--- src/hw/rtl/vpc_pkg.sv ---
// shared types and constants of the valve positioner controller
package vpc_pkg;

    localparam int SAMPLE_W = 10;
    localparam int VALUE_W  = 10;
    localparam int TRIM_W   = 8;
    localparam int HYST_W   = 7;
    localparam int FAULT_W  = 6;
    localparam int LED_W    = 6;

    localparam int JOB_DEPTH = 4;
    localparam int RES_DEPTH = 2;

    localparam logic OP_SAMPLE = 1'b0;
    localparam logic OP_TICK   = 1'b1;

    localparam logic CH_SETPOINT = 1'b0;
    localparam logic CH_POSITION = 1'b1;

    // converter offset and span divisor of the calibration
    localparam int ADC_OFFSET = 186;
    localparam int SPAN_DIV   = 100;
    localparam int VALUE_MAX  = 1000;

    // divide by SPAN_DIV as multiply by reciprocal, exact for products below 2**19
    localparam int PROD_MAG_W   = 19;
    localparam int DIV100_SHIFT = 26;
    localparam int DIV100_MUL   = (2**DIV100_SHIFT + SPAN_DIV - 1) / SPAN_DIV;
    localparam int DIV100_MUL_W = 20;
    localparam int QUOT_W       = 12;

    // duty = 4*pos/5 + bias, divide by 5 exact for values below 2**12
    localparam int PWM_SHIFT = 15;
    localparam int PWM_MUL   = (2**PWM_SHIFT + 4) / 5;
    localparam int PWM_MUL_W = 13;
    localparam int PWM_BIAS  = 204;

    typedef enum logic [2:0] {
        CFG_HYSTERESIS = 3'd0,
        CFG_ANALOG     = 3'd1,
        CFG_SP_ZERO    = 3'd2,
        CFG_SP_SPAN    = 3'd3,
        CFG_POS_ZERO   = 3'd4,
        CFG_POS_SPAN   = 3'd5,
        CFG_ZERO_REF   = 3'd6
    } t_cfg_idx;

    typedef enum logic [1:0] {
        DRIVE_IDLE = 2'd0,
        DRIVE_FWD  = 2'd1,
        DRIVE_REV  = 2'd2
    } t_drive;

    typedef struct packed {
        logic [HYST_W-1:0] hysteresis;
        logic              analog_mode;
        logic [TRIM_W-1:0] sp_zero;
        logic [TRIM_W-1:0] sp_span;
        logic [TRIM_W-1:0] pos_zero;
        logic [TRIM_W-1:0] pos_span;
        logic [TRIM_W-1:0] zero_ref;
    } t_cfg;

    typedef struct packed {
        logic                op;
        logic [SAMPLE_W-1:0] sample;
        logic                remote_select;
        logic                plc_stop;
        logic                plc_forward;
        logic                plc_reverse;
        logic                switch_stop;
        logic                switch_forward;
        logic                switch_reverse;
        logic [FAULT_W-1:0]  fault_bits;
    } t_item;

    // classified word handed from front to back
    typedef struct packed {
        logic                is_tick;
        logic                cal_valid;
        logic                chan;
        logic [SAMPLE_W-1:0] avg;
        logic                remote;
        logic                cmd_stop;
        logic                cmd_fwd;
        logic                cmd_rev;
        logic [FAULT_W-1:0]  faults;
    } t_job;

    typedef struct packed {
        logic               move_forward;
        logic               move_reverse;
        logic               stopped;
        logic [VALUE_W-1:0] position_now;
        logic [VALUE_W-1:0] target_now;
        logic [VALUE_W-1:0] remote_target_now;
        logic [LED_W-1:0]   led_bits;
        logic [VALUE_W-1:0] pwm_duty;
    } t_result;

endpackage

--- src/hw/rtl/valve_positioner_controller_unit.sv ---
// top level of the valve positioner controller
//
// channel  direction  handshake                 payload
// input    in         i_push / o_full           op, sample, select, commands, faults
// result   out        o_empty / i_pop           drive, latch, values, leds, duty
// config   in         i_cfg_valid / o_cfg_ready i_cfg_index, i_cfg_data
//
// one word accepted per cycle while o_full is low; its result reaches the output ports through
// the front in the accept cycle, the job queue, three back stages and the result queue
// synchronous active-low reset; no clearing pass, config ready right after reset
// a stalled pop fills the 2-entry result queue, then the back stalls and the
// 4-entry job queue fills until full rises
module valve_positioner_controller_unit #(
    parameter int AVERAGE_COUNT = 2
) (
    input  logic        i_clk,
    input  logic        i_rst_n,
    input  logic        i_push,
    output logic        o_full,
    input  logic        i_op,
    input  logic [9:0]  i_sample,
    input  logic        i_remote_select,
    input  logic        i_plc_stop,
    input  logic        i_plc_forward,
    input  logic        i_plc_reverse,
    input  logic        i_switch_stop,
    input  logic        i_switch_forward,
    input  logic        i_switch_reverse,
    input  logic [5:0]  i_fault_bits,
    output logic        o_empty,
    input  logic        i_pop,
    output logic        o_move_forward,
    output logic        o_move_reverse,
    output logic        o_stopped,
    output logic [9:0]  o_position_now,
    output logic [9:0]  o_target_now,
    output logic [9:0]  o_remote_target_now,
    output logic [5:0]  o_led_bits,
    output logic [9:0]  o_pwm_duty,
    input  logic        i_cfg_valid,
    output logic        o_cfg_ready,
    input  logic [2:0]  i_cfg_index,
    input  logic [7:0]  i_cfg_data
);

    localparam int JOB_W = $bits(vpc_pkg::t_job);
    localparam int RES_W = $bits(vpc_pkg::t_result);

    vpc_pkg::t_cfg    r_cfg;
    vpc_pkg::t_item   w_item;
    vpc_pkg::t_job    w_job_in;
    vpc_pkg::t_job    w_job_out;
    vpc_pkg::t_result w_res_in;
    vpc_pkg::t_result w_res_out;
    logic             w_job_push;
    logic             w_job_full;
    logic             w_job_pop;
    logic             w_job_empty;
    logic             w_res_push;
    logic             w_res_full;
    logic [JOB_W-1:0] w_job_q;
    logic [RES_W-1:0] w_res_q;

    assign o_cfg_ready = 1'b1;

    always_ff @(posedge i_clk) begin
        if (!i_rst_n) begin
            r_cfg.hysteresis  <= 7'd10;
            r_cfg.analog_mode <= 1'b0;
            r_cfg.sp_zero     <= 8'd100;
            r_cfg.sp_span     <= 8'd100;
            r_cfg.pos_zero    <= 8'd100;
            r_cfg.pos_span    <= 8'd100;
            r_cfg.zero_ref    <= 8'd100;
        end else if (i_cfg_valid && o_cfg_ready) begin
            case (i_cfg_index)
                vpc_pkg::CFG_HYSTERESIS: r_cfg.hysteresis  <= i_cfg_data[6:0];
                vpc_pkg::CFG_ANALOG:     r_cfg.analog_mode <= i_cfg_data[0];
                vpc_pkg::CFG_SP_ZERO:    r_cfg.sp_zero     <= i_cfg_data;
                vpc_pkg::CFG_SP_SPAN:    r_cfg.sp_span     <= i_cfg_data;
                vpc_pkg::CFG_POS_ZERO:   r_cfg.pos_zero    <= i_cfg_data;
                vpc_pkg::CFG_POS_SPAN:   r_cfg.pos_span    <= i_cfg_data;
                vpc_pkg::CFG_ZERO_REF:   r_cfg.zero_ref    <= i_cfg_data;
                default: ;
            endcase
        end
    end

    always_comb begin
        w_item.op             = i_op;
        w_item.sample         = i_sample;
        w_item.remote_select  = i_remote_select;
        w_item.plc_stop       = i_plc_stop;
        w_item.plc_forward    = i_plc_forward;
        w_item.plc_reverse    = i_plc_reverse;
        w_item.switch_stop    = i_switch_stop;
        w_item.switch_forward = i_switch_forward;
        w_item.switch_reverse = i_switch_reverse;
        w_item.fault_bits     = i_fault_bits;
    end

    assign o_full = w_job_full;

    vpc_front #(
        .AVERAGE_COUNT(AVERAGE_COUNT)
    ) u_front (
        .i_clk      (i_clk),
        .i_rst_n    (i_rst_n),
        .i_push     (i_push),
        .i_item     (w_item),
        .i_job_full (w_job_full),
        .o_job_push (w_job_push),
        .o_job      (w_job_in)
    );

    vpc_fifo #(
        .WIDTH(JOB_W),
        .DEPTH(vpc_pkg::JOB_DEPTH)
    ) u_job_q (
        .i_clk   (i_clk),
        .i_rst_n (i_rst_n),
        .i_push  (w_job_push),
        .i_data  (w_job_in),
        .o_full  (w_job_full),
        .i_pop   (w_job_pop),
        .o_data  (w_job_q),
        .o_empty (w_job_empty)
    );

    assign w_job_out = w_job_q;

    vpc_back u_back (
        .i_clk       (i_clk),
        .i_rst_n     (i_rst_n),
        .i_cfg       (r_cfg),
        .i_job       (w_job_out),
        .i_job_empty (w_job_empty),
        .o_job_pop   (w_job_pop),
        .i_res_full  (w_res_full),
        .o_res_push  (w_res_push),
        .o_res       (w_res_in)
    );

    vpc_fifo #(
        .WIDTH(RES_W),
        .DEPTH(vpc_pkg::RES_DEPTH)
    ) u_res_q (
        .i_clk   (i_clk),
        .i_rst_n (i_rst_n),
        .i_push  (w_res_push),
        .i_data  (w_res_in),
        .o_full  (w_res_full),
        .i_pop   (i_pop),
        .o_data  (w_res_q),
        .o_empty (o_empty)
    );

    assign w_res_out           = w_res_q;
    assign o_move_forward      = w_res_out.move_forward;
    assign o_move_reverse      = w_res_out.move_reverse;
    assign o_stopped           = w_res_out.stopped;
    assign o_position_now      = w_res_out.position_now;
    assign o_target_now        = w_res_out.target_now;
    assign o_remote_target_now = w_res_out.remote_target_now;
    assign o_led_bits          = w_res_out.led_bits;
    assign o_pwm_duty          = w_res_out.pwm_duty;

    // the latch always idles the motor
    a_stop_idles: assert property (@(posedge i_clk) disable iff (!i_rst_n)
        (!o_empty && o_stopped) |-> (!o_move_forward && !o_move_reverse))
        else $error("stopped word drives the motor");

    // led bits mirror the drive and latch of the same word
    a_led_match: assert property (@(posedge i_clk) disable iff (!i_rst_n)
        !o_empty |-> (o_led_bits[0] == o_move_forward && o_led_bits[1] == o_move_reverse
                      && o_led_bits[2] == o_stopped))
        else $error("led bits disagree with drive state");

    // a pushed word reaches the result queue only after the back pipeline
    a_no_early_result: assert property (@(posedge i_clk) disable iff (!i_rst_n)
        ($past(o_empty) && o_empty && w_job_empty && !w_res_push) |=> o_empty)
        else $error("result appeared without a commit");

endmodule

--- src/hw/rtl/vpc_fifo.sv ---
// small register queue with full and empty flags
module vpc_fifo #(
    parameter int WIDTH = 8,
    parameter int DEPTH = 4
) (
    input  logic             i_clk,
    input  logic             i_rst_n,
    input  logic             i_push,
    input  logic [WIDTH-1:0] i_data,
    output logic             o_full,
    input  logic             i_pop,
    output logic [WIDTH-1:0] o_data,
    output logic             o_empty
);

    localparam int PTR_W = (DEPTH > 1) ? $clog2(DEPTH) : 1;
    localparam int CNT_W = $clog2(DEPTH + 1);

    logic [WIDTH-1:0] r_mem [DEPTH];
    logic [PTR_W-1:0] r_wr, n_wr;
    logic [PTR_W-1:0] r_rd, n_rd;
    logic [CNT_W-1:0] r_cnt, n_cnt;
    logic             w_push;
    logic             w_pop;

    assign o_full  = (r_cnt == CNT_W'(DEPTH));
    assign o_empty = (r_cnt == '0);
    assign o_data  = r_mem[r_rd];
    assign w_push  = i_push && !o_full;
    assign w_pop   = i_pop && !o_empty;

    always_comb begin
        n_wr  = r_wr;
        n_rd  = r_rd;
        n_cnt = r_cnt;
        if (w_push) begin
            n_wr = (r_wr == PTR_W'(DEPTH - 1)) ? '0 : r_wr + 1'b1;
        end
        if (w_pop) begin
            n_rd = (r_rd == PTR_W'(DEPTH - 1)) ? '0 : r_rd + 1'b1;
        end
        if (w_push && !w_pop) begin
            n_cnt = r_cnt + 1'b1;
        end else if (w_pop && !w_push) begin
            n_cnt = r_cnt - 1'b1;
        end
    end

    always_ff @(posedge i_clk) begin
        if (!i_rst_n) begin
            r_wr  <= '0;
            r_rd  <= '0;
            r_cnt <= '0;
        end else begin
            r_wr  <= n_wr;
            r_rd  <= n_rd;
            r_cnt <= n_cnt;
        end
    end

    always_ff @(posedge i_clk) begin
        if (w_push) begin
            r_mem[r_wr] <= i_data;
        end
    end

endmodule

--- src/hw/rtl/vpc_front.sv ---
// front end: accepts items, averages sample groups and classifies words for the back end
module vpc_front #(
    parameter int AVERAGE_COUNT = 2
) (
    input  logic           i_clk,
    input  logic           i_rst_n,
    input  logic           i_push,
    input  vpc_pkg::t_item i_item,
    input  logic           i_job_full,
    output logic           o_job_push,
    output vpc_pkg::t_job  o_job
);

    localparam int SUM_W     = $clog2(AVERAGE_COUNT * (2**vpc_pkg::SAMPLE_W - 1) + 1);
    localparam int LEFT_W    = $clog2(AVERAGE_COUNT + 1);
    localparam int AVG_SHIFT = SUM_W + $clog2(AVERAGE_COUNT);
    localparam int AVG_MUL   = (2**AVG_SHIFT + AVERAGE_COUNT - 1) / AVERAGE_COUNT;
    localparam int PROD_W    = SUM_W + AVG_SHIFT + 1;

    logic [SUM_W-1:0]  r_sum, n_sum;
    logic [LEFT_W-1:0] r_left, n_left;
    logic              r_chan, n_chan;
    logic              w_accept;
    logic              w_is_sample;
    logic              w_group_open;
    logic [SUM_W-1:0]  w_total;
    logic [PROD_W-1:0] w_prod;

    assign w_accept     = i_push && !i_job_full;
    assign w_is_sample  = (i_item.op == vpc_pkg::OP_SAMPLE);
    assign w_group_open = (r_left > LEFT_W'(1)) && (r_left <= LEFT_W'(AVERAGE_COUNT));
    assign w_total      = r_sum + SUM_W'(i_item.sample);
    // divide by the group size through a reciprocal multiply
    assign w_prod       = PROD_W'(w_total) * PROD_W'(AVG_MUL);

    always_comb begin
        n_sum  = r_sum;
        n_left = r_left;
        n_chan = r_chan;
        if (w_accept && w_is_sample) begin
            if (w_group_open) begin
                n_sum  = w_total;
                n_left = r_left - 1'b1;
            end else begin
                n_sum  = '0;
                n_left = LEFT_W'(AVERAGE_COUNT);
                n_chan = ~r_chan;
            end
        end
    end

    always_comb begin
        o_job_push       = w_accept;
        o_job.is_tick    = (i_item.op == vpc_pkg::OP_TICK);
        o_job.cal_valid  = w_is_sample && !w_group_open;
        o_job.chan       = r_chan;
        o_job.avg        = w_prod[AVG_SHIFT +: vpc_pkg::SAMPLE_W];
        o_job.remote     = i_item.remote_select;
        o_job.cmd_stop   = i_item.remote_select ? i_item.plc_stop    : i_item.switch_stop;
        o_job.cmd_fwd    = i_item.remote_select ? i_item.plc_forward : i_item.switch_forward;
        o_job.cmd_rev    = i_item.remote_select ? i_item.plc_reverse : i_item.switch_reverse;
        o_job.faults     = i_item.fault_bits;
    end

    always_ff @(posedge i_clk) begin
        if (!i_rst_n) begin
            r_sum  <= '0;
            r_left <= LEFT_W'(AVERAGE_COUNT);
            r_chan <= vpc_pkg::CH_SETPOINT;
        end else begin
            r_sum  <= n_sum;
            r_left <= n_left;
            r_chan <= n_chan;
        end
    end

endmodule

--- src/hw/rtl/vpc_back.sv ---
// back end: calibration pipeline and in-order commit of positioner state
module vpc_back (
    input  logic             i_clk,
    input  logic             i_rst_n,
    input  vpc_pkg::t_cfg    i_cfg,
    input  vpc_pkg::t_job    i_job,
    input  logic             i_job_empty,
    output logic             o_job_pop,
    input  logic             i_res_full,
    output logic             o_res_push,
    output vpc_pkg::t_result o_res
);

    localparam int VW = vpc_pkg::VALUE_W;
    localparam int MAG_W = vpc_pkg::PROD_MAG_W;
    localparam int DIV_PROD_W = MAG_W + vpc_pkg::DIV100_MUL_W;
    localparam int PWM_PROD_W = VW + 2 + vpc_pkg::PWM_MUL_W;

    // pipeline valids and words
    logic r_v1, r_v2, r_v3;
    vpc_pkg::t_job r_j1, r_j2, r_j3;
    logic                        r_s1_pos;
    logic [MAG_W-1:0]            r_s1_mag;
    logic [vpc_pkg::QUOT_W-1:0]  r_s2_q;
    logic [VW-1:0]               r_s3_cal;
    logic [VW-1:0]               r_s3_pwm;

    logic                        w_adv;
    logic                        w_commit;
    logic [vpc_pkg::TRIM_W-1:0]  w_zero;
    logic [vpc_pkg::TRIM_W-1:0]  w_span;
    logic signed [11:0]          w_diff;
    logic signed [20:0]          w_prod;
    logic [DIV_PROD_W-1:0]       w_div;
    logic [VW-1:0]               w_cal;
    logic [PWM_PROD_W-1:0]       w_pwm;

    // committed state
    logic [VW-1:0]    r_pos, n_pos;
    logic [VW-1:0]    r_rtgt, n_rtgt;
    logic [VW-1:0]    r_tgt, n_tgt;
    logic [VW-1:0]    r_pwm, n_pwm;
    logic             r_latch, n_latch;
    vpc_pkg::t_drive  r_drive, n_drive;
    logic             w_auto;
    logic             w_fwd;
    logic             w_rev;
    logic [VW:0]      w_tgt_hi;
    logic [VW:0]      w_pos_hi;

    assign w_adv     = !(r_v3 && i_res_full);
    assign w_commit  = w_adv && r_v3;
    assign o_job_pop = w_adv && !i_job_empty;

    // stage 1: offset, zero trim and span multiply
    assign w_zero = (i_job.chan == vpc_pkg::CH_SETPOINT) ? i_cfg.sp_zero : i_cfg.pos_zero;
    assign w_span = (i_job.chan == vpc_pkg::CH_SETPOINT) ? i_cfg.sp_span : i_cfg.pos_span;
    assign w_diff = $signed({2'b00, i_job.avg}) - 12'sd186
                  - $signed({4'b0000, w_zero}) + $signed({4'b0000, i_cfg.zero_ref});
    assign w_prod = $signed({{9{w_diff[11]}}, w_diff}) * $signed({13'd0, w_span});

    // stage 2: divide by the span base through a reciprocal multiply
    assign w_div = DIV_PROD_W'(r_s1_mag) * DIV_PROD_W'(vpc_pkg::DIV100_MUL);

    // stage 3: clamp and duty
    always_comb begin
        if (r_s2_q <= vpc_pkg::QUOT_W'(1)) begin
            w_cal = '0;
        end else if (r_s2_q > vpc_pkg::QUOT_W'(vpc_pkg::VALUE_MAX)) begin
            w_cal = VW'(vpc_pkg::VALUE_MAX);
        end else begin
            w_cal = r_s2_q[VW-1:0];
        end
    end
    assign w_pwm = PWM_PROD_W'({w_cal, 2'b00}) * PWM_PROD_W'(vpc_pkg::PWM_MUL);

    always_ff @(posedge i_clk) begin
        if (!i_rst_n) begin
            r_v1 <= 1'b0;
            r_v2 <= 1'b0;
            r_v3 <= 1'b0;
        end else if (w_adv) begin
            r_v1 <= !i_job_empty;
            r_v2 <= r_v1;
            r_v3 <= r_v2;
        end
    end

    always_ff @(posedge i_clk) begin
        if (w_adv) begin
            r_j1     <= i_job;
            r_s1_pos <= (w_prod > 21'sd0);
            r_s1_mag <= w_prod[MAG_W-1:0];
            r_j2     <= r_j1;
            r_s2_q   <= r_s1_pos ? w_div[vpc_pkg::DIV100_SHIFT +: vpc_pkg::QUOT_W] : '0;
            r_j3     <= r_j2;
            r_s3_cal <= w_cal;
            r_s3_pwm <= w_pwm[vpc_pkg::PWM_SHIFT +: VW] + VW'(vpc_pkg::PWM_BIAS);
        end
    end

    // commit: ticks see every calibration committed before them
    always_comb begin
        n_pos    = r_pos;
        n_rtgt   = r_rtgt;
        n_tgt    = r_tgt;
        n_pwm    = r_pwm;
        n_latch  = r_latch;
        n_drive  = r_drive;
        w_auto   = r_j3.remote && i_cfg.analog_mode;
        w_fwd    = 1'b0;
        w_rev    = 1'b0;
        w_tgt_hi = '0;
        w_pos_hi = '0;
        if (!r_j3.is_tick) begin
            if (r_j3.cal_valid) begin
                if (r_j3.chan == vpc_pkg::CH_SETPOINT) begin
                    n_rtgt = r_s3_cal;
                end else begin
                    n_pos = r_s3_cal;
                    n_pwm = r_s3_pwm;
                end
            end
        end else begin
            if (w_auto) begin
                n_latch = 1'b0;
                n_tgt   = r_rtgt;
            end else if (r_j3.cmd_stop) begin
                n_latch = 1'b1;
            end else if (r_j3.cmd_fwd) begin
                w_fwd   = 1'b1;
                n_latch = 1'b0;
            end else if (r_j3.cmd_rev) begin
                w_rev   = 1'b1;
                n_latch = 1'b0;
            end
            if (r_j3.faults != '0) begin
                n_latch = 1'b1;
            end
            w_tgt_hi = {1'b0, n_tgt} + (VW + 1)'(i_cfg.hysteresis);
            w_pos_hi = {1'b0, r_pos} + (VW + 1)'(i_cfg.hysteresis);
            if (n_latch) begin
                n_drive = vpc_pkg::DRIVE_IDLE;
            end else if (w_auto) begin
                // hysteresis band around the remote setpoint
                if ({1'b0, r_pos} > w_tgt_hi) begin
                    n_drive = vpc_pkg::DRIVE_REV;
                end else if (w_pos_hi < {1'b0, n_tgt}) begin
                    n_drive = vpc_pkg::DRIVE_FWD;
                end else begin
                    n_drive = vpc_pkg::DRIVE_IDLE;
                end
            end else begin
                n_tgt = r_pos;
                if (w_fwd) begin
                    n_drive = vpc_pkg::DRIVE_FWD;
                end else if (w_rev) begin
                    n_drive = vpc_pkg::DRIVE_REV;
                end else begin
                    n_drive = vpc_pkg::DRIVE_IDLE;
                end
            end
        end
    end

    always_comb begin
        o_res_push              = w_commit;
        o_res.move_forward      = (n_drive == vpc_pkg::DRIVE_FWD);
        o_res.move_reverse      = (n_drive == vpc_pkg::DRIVE_REV);
        o_res.stopped           = n_latch;
        o_res.position_now      = n_pos;
        o_res.target_now        = n_tgt;
        o_res.remote_target_now = n_rtgt;
        o_res.led_bits          = {r_j3.remote, r_j3.faults[3], r_j3.faults[2], n_latch,
                                   (n_drive == vpc_pkg::DRIVE_REV),
                                   (n_drive == vpc_pkg::DRIVE_FWD)};
        o_res.pwm_duty          = n_pwm;
    end

    always_ff @(posedge i_clk) begin
        if (!i_rst_n) begin
            r_pos   <= '0;
            r_rtgt  <= '0;
            r_tgt   <= '0;
            r_pwm   <= VW'(vpc_pkg::PWM_BIAS);
            r_latch <= 1'b0;
            r_drive <= vpc_pkg::DRIVE_IDLE;
        end else if (w_commit) begin
            r_pos   <= n_pos;
            r_rtgt  <= n_rtgt;
            r_tgt   <= n_tgt;
            r_pwm   <= n_pwm;
            r_latch <= n_latch;
            r_drive <= n_drive;
        end
    end

endmodule
--- config.mk ---
export PLATFORM = sky130hd
export DESIGN_NAME = valve_positioner_controller_unit
export DESIGN_NICKNAME = d
export VERILOG_FILES = /design/src/hw/rtl/vpc_pkg.sv /design/src/hw/rtl/valve_positioner_controller_unit.sv /design/src/hw/rtl/vpc_fifo.sv /design/src/hw/rtl/vpc_front.sv /design/src/hw/rtl/vpc_back.sv
export SDC_FILE = /design/constraint.sdc
export NUM_CORES = 1
export LEC_CHECK = 0
export BUFFER_PORTS_ARGS = -buffer_cell sky130_fd_sc_hd__buf_2
export CAP_MARGIN = 10
export CORE_MARGIN = 3
export CORE_UTILIZATION = 50
export DETAILED_ROUTE_END_ITERATION = 8
export PLACE_DENSITY = 0.75
export SLEW_MARGIN = 20
export SYNTH_ARGS = -nofsm -noshare
export SYNTH_HDL_FRONTEND = slang
export SYNTH_SLANG_ARGS = --single-unit
--- constraint.sdc ---
create_clock -name i_clk -period 9.8 [get_ports i_clk]
set_clock_uncertainty 0.1 [all_clocks]
set_input_delay 2.94 -clock i_clk [delete_from_list [all_inputs] [get_ports i_clk]]
set_output_delay 2.94 -clock i_clk [all_outputs]
set_load 0.05 [all_outputs]
# [Yosys cells after proc, flatten, opt, wreduce, memory -nomap -nowiden]
# Memory sizes are Yosys's and may differ from the RTL's. A register that Yosys moved wholly into a read port is not among the register bits.
# Cells that the tools add are included.
[word_totals] in_bits=40 n_memories=2 reg_bits=210 ramBits=190 output_inout_bits=52
[memory_table] name="u_res_q.r_mem" words=2 width=49 rd=1 rd_clocked_by_memory_dff=1 write_ports=1 line_no="vpc_fifo.sv:19" text="logic [WIDTH-1:0] r_mem [DEPTH];"
[memory_table] name="u_job_q.r_mem" words=4 width=23 rd=1 rd_clocked_by_memory_dff=1 write_ports=1 line_no="vpc_fifo.sv:19"
[op_classes] eq_ne=12 muxes=62 n_reduce_logical=40 mul=3 n_bitwise=3 n_lt_le_gt_ge=7 addsub=16
[ops] cell="two-way mux 10 bit" count=16
[ops] cell="multiplier 19 x 20 -> 38 bit, second input constant" count=1
[ops] cell="two-way mux 1 bit" count=28
[ops] cell="two-way mux 2 bit" count=13
[ops] cell="adder 10 x 7 -> 11 bit" count=2
[ops] cell="multiplier 10 x 12 -> 22 bit, second input constant" count=1
[ops] cell="greater-than comparator 21 x 1 -> 1 bit, second input constant" count=1
[ops] cell="multiplier 12 x 9 -> 21 bit" count=1
[ops] cell="logical AND 1 bit" count=16
[ops] cell="two-way mux 8 bit" count=2
[ops] cell="AND reduction 2 bit" count=8
[ops] cell="adder 12 x 9 -> 12 bit" count=1
[ops] cell="equality test 3 bit, second input constant" count=4
[ops] cell="greater-than comparator 12 x 10 -> 1 bit, second input constant" count=1
[ops] cell="less-or-equal comparator 12 x 1 -> 1 bit, second input constant" count=1
[ops] cell="subtractor 12 x 9 -> 12 bit" count=1
[ops] cell="adder 11 x 10 -> 11 bit" count=1
[ops] cell="greater-than comparator 10 x 11 -> 1 bit" count=1
[ops] cell="less-than comparator 11 x 10 -> 1 bit" count=1
[ops] cell="two-way mux 11 bit" count=1
[ops] cell="subtractor 10 x 8 -> 11 bit, second input constant" count=1
[ops] cell="adder 10 x 8 -> 10 bit, second input constant" count=1
[ops] cell="zero test 1 bit" count=10
[ops] cell="equality test 2 bit, second input constant" count=4
[ops] cell="other kinds (16)" count=26

# [Depth between registers and ports, before layout]
[depth] ltp_word=11 depth_mapped=38 mapped_depth_nobuf=36

# [By module]
# Synthesis repeated with hierarchy kept, for this count alone.
[hier_totals] hier_cells=2556 hier_area_um2=29504.5
[by_module_without_submodules] module="vpc_back" seq_area_each_um2=3653.5 cells_each=1892 n_inst=1 area_each_um2=18836.8
[by_module_without_submodules] module="vpc_fifo at u_job_q" seq_area_each_um2=2942.8 cells_each=171 n_inst=1 area_each_um2=3829.9
[by_module_without_submodules] module="vpc_fifo at u_res_q" seq_area_each_um2=3042.9 cells_each=177 n_inst=1 area_each_um2=3762.4
[by_module_without_submodules] module="valve_positioner_controller_unit" seq_area_each_um2=960.9 cells_each=179 n_inst=1 area_each_um2=1894.3
[by_module_without_submodules] module="vpc_front" seq_area_each_um2=280.3 cells_each=137 n_inst=1 area_each_um2=1181.1

# [Worst setup path before layout]
# OpenSTA, ideal clock, no wires.
[synth_path] path_kind="reg-to-reg" start="reg (tool-made name)" end="reg u_back.r_s1_pos (data pin)" period_less_slack_ns=9.262 n_path_buf=3 path_slack_ns=0.538 arrival_time_ns=8.899 stages_incl_launch_ff=38 required_time_ns=9.437 cell_sequence="dfxtp_1 clkbuf_1 mux4_2 clkbuf_1 buf_1 mux2_2 fa_1 inv_1 fa_1 a21oi_1 nor2_1 nor2_1 o21bai_1 a21oi_1 o21bai_1 a21oi_1 o21bai_1 a21oi_1 [... 2 more ...] fa_1 fa_1 inv_1 fa_1 fa_1 inv_1 ha_1 o21a_1 o21a_1 o21ai_0 a31oi_1 o21ai_1 nand2b_1 a2111o_1 a31oi_1 xnor2_1 nor4_1 a21oi_1"
[synth_lines] element="end signal: assignment" line_no="vpc_back.sv:92" text="r_s1_pos <= (w_prod > 21'sd0);"
[synth_lines] element="end: declaration" line_no="vpc_back.sv:22" text="logic r_s1_pos;"

==> implementation parameters <==
Parameter                              Value

Logic synthesis
  Most numerous cell types in the synthesized netlist    inv_1, ha_1, edfxtp_1
  Average size of a mapped cell    11.13 µm²
  Flip-flop and latch count after synthesis    397
  Cells after synthesis    2559
  Most common cell in the netlist    inv_1
  Leading register cell type out of synthesis    edfxtp_1
  Count of flip-flops with a built-in enable after synthesis    275
  Async SR Flop Fraction    0%
  Area fraction of the dominant cell type after synthesis    28.98%
  Synth unique cells    69
  Cell area after synthesis    28490 µm²
  Cells taking the most area after synthesis    edfxtp_1, fa_1, ha_1, dfxtp_1, inv_1
  Syn. warnings    0
  Share of synthesized area occupied by flip-flops and latches    37.55%
  Syn nets    3166
  Yosys top cell by area    edfxtp_1

Die
  Die Width    244.7 µm
  Vert. Die Dim    244.7 µm
  Core area    55740 µm²
  Initial Util    51.12%
  Die outline area    59890 µm²
  Total I/O pin count    92
  Number of placement rows    86

Setup path
  CP Max Fanout    7
  Worst path top cell family by delay    compound AO/OA/AOI/OAI gates
  Slowest stage cell on the critical path    mux4_2
  Startpoint-to-endpoint class of the critical path    flop to flop
  Startpoint types    flop
  Delay contributed by the slowest stage of the critical path    0.64 ns
  Req. time, crit path    10.00 ns
  Critical path buffers and inverters    2
  Category of the worst setup path capture point    flop
  Worst path arrival time    9.43 ns
  Most used cell, CP    fa_1

Drt
  Wire length per cell    17.54 µm
  Number of antenna-violating nets in the routed design    0
  First-pass DRT Iterations    5
  Number of design-rule violations left by the first detailed-router iteration    1375
  Vias per inst    5.444
  DRC violation count after routing    0
  Total number of vias    18640
  Final WL    60.05 mm

GRT
  Busiest layer in global routing    met2
  Global routing usage on met3    2.360%
  Initial antenna violation count    0
  Global-route wire length before repair    99.60 mm
  Global route overflow    0
  All-Layer GR Usage    20.47%
  Maximum number of pins on one net before global-route repair    93
  Grt met2 use    35.59%
  Vias in the first global route    19680
  Met1 demand-to-capacity share in global routing    27.49%

Clock tree
  Max H-tree Level    2
  Clock tree from TritonCTS    built
  Clock Latency Late Sink    0.57 ns
  Number of clock sinks    397
  Worst-case clock buffer depth    3
  Clk Tree Root Cell    clkbuf_16
  TritonCTS Buffers    40
  CTS clk-pin slew, worst paths    0.06 ns

STA
  Worst max-slew margin expressed relative to the limit    28.76%
  Crit share post-route    94.19%
  Maximum achievable frequency    108.3 MHz
  Sum of negative setup slack    0 ns
  RSZ-0062 raised after global routing    no
  Clock period minus worst slack    9.231 ns
  Number of endpoints failing setup at the final stage    0
  Number of max-slew violations in the final report    0
  Count of endpoints failing hold in the final timing report    0
  Worst slew pin tran    1.069 ns

Min path
  Hold Crit Class    flop to flop

Finish
  Diodes inserted    0
  Synthesis-to-finish area growth    9.555%
  Number of nets in the final layout    3251
  Share of final-layout standard cells stronger than drive strength 1    11.92%

Placed design
  Number of input and output port buffers inserted    90
  Placed wire-length estimate    45.82 mm
  Routability congestion estimate    0.8902

Job
  Number of maximum-capacitance constraint violations    0

Outcome
  Run status    completed
==> path summary, 6_finish.rpt <==
path / slack, ns / depth (start not counted) / to / start
setup / recovery: 0.57 / 32 / u_back.r_s1_pos / flop
hold / removal: 0.32 / 0 / u_back.r_j3[21] / u_back.r_j2[21]
setup reg to reg: 0.57 / 32 / u_back.r_s1_pos / flop
hold reg to reg: 0.32 / 0 / u_back.r_j3[21] / u_back.r_j2[21]
==> kinds of logic after synthesis <==
| group | count (synthesis) | share of synthesized area, % |
|---|---|---|
| xor+xnor | 101 | 3.131 |
| mux | 135 | 6.165 |
| buf+inv | 482 | 6.402 |
| fa+ha+maj | 567 | 31.17 |
| simple gates | 583 | 9.112 |
| other cells | 1 | 0.01316 |
| compound gates | 293 | 6.455 |
| flops | 397 | 37.55 |
==> sequential cells by signal, indices dropped and copies added, names as in the netlist, 11 cells and up, named ones only <==
signal	cells
u_job_q.r_mem	92
u_res_q.r_mem	92
r_cfg	48
u_back.r_s1_mag	19
u_back.r_j1	13
u_back.r_j2	13
u_back.r_s2_q	12
u_front.r_sum	11
==> cell type report <==
type	count	area (µm²)
Multi-Input combinational cell	1680	16030
Fill cell	4632	24520
Clock buffer	52	1116
Tap cell	748	935.9
Sequential cell	397	10700
Inverter	425	1597
Timing Repair Buffer	100	541.8
Clock inverter	22	292.8
==> cells in the final DEF (no fill, tap or decap), drive strengths merged, types with 6 or more instances in the layout <==
cell,instances
and3,10
dfxtp,122
ha,329
clkbuf,52
a22oi,11
clkinv,14
buf,100
a31oi,10
mux2,94
a21oi,120
nand2b,16
o22ai,10
nor4,8
a21boi,8
and2,21
nand3,34
o21bai,17
fa,238
edfxtp,275
or3,9
mux2i,18
nor3,41
nor2,185
o21a,16
mux4,23
inv,426
nand4,8
a21o,24
nand2,211
o21ai,41
nor2b,21
xnor2,70
xor2,31
a211oi,6
==> what timing repair did <==
action                                  in CTS  in global routing
gates resized for setup                      0                  6
endpoints found under the hold margin        0                  0
hold buffers                                 0                  0
buffers inserted                             0                  0
endpoints found under the setup margin       0                  1
==> metal layers <==
metal | wire length (µm) | part of all wire, %
met5 | 0 | 0
met2 | 29830 | 50
met3 | 3118 | 5.2
met1 | 25700 | 43
met4 | 1390 | 2.3
==> worst reg2reg max path: cells and delay by family (launching register included) <==
| family | cells | cell delay (ns) |
|---|---|---|
| buffers and inverters | 2 | 0.12 |
| AO/OA/AOI/OAI | 17 | 3.44 |
| adder cells (fa/ha/maj) | 7 | 3.14 |
| XOR/XNOR | 1 | 0.14 |
| flip-flops | 1 | 0.47 |
| multiplexers | 2 | 0.97 |
| AND/OR/NAND/NOR | 3 | 0.61 |
==> metrics by stage <==
stage | setup WS (ns) | hold WS [ns] | cell area, µm² | instances | util, %
3_5_place_dp | 0.4021 | 0.3045 | 29760 | 3350 | 53.39
3_3_place_gp | 0.6724 | 0.3010 | 29750 | 3350 | 53.37
5_1_grt | 0.01362 | 0.3246 | 31220 | 3424 | 56.00
2_1_floorplan | 0.5380 | 0.3003 | 28490 | 2559 | -
6_report | 0.5694 | 0.3163 | 31220 | 3424 | 56.00
4_1_cts | 0.3791 | 0.3186 | 31170 | 3424 | 55.92
Power is left out: the tool's default activity adds up to more than one toggle a clock period on the data nets, which glitch-free logic cannot reach.
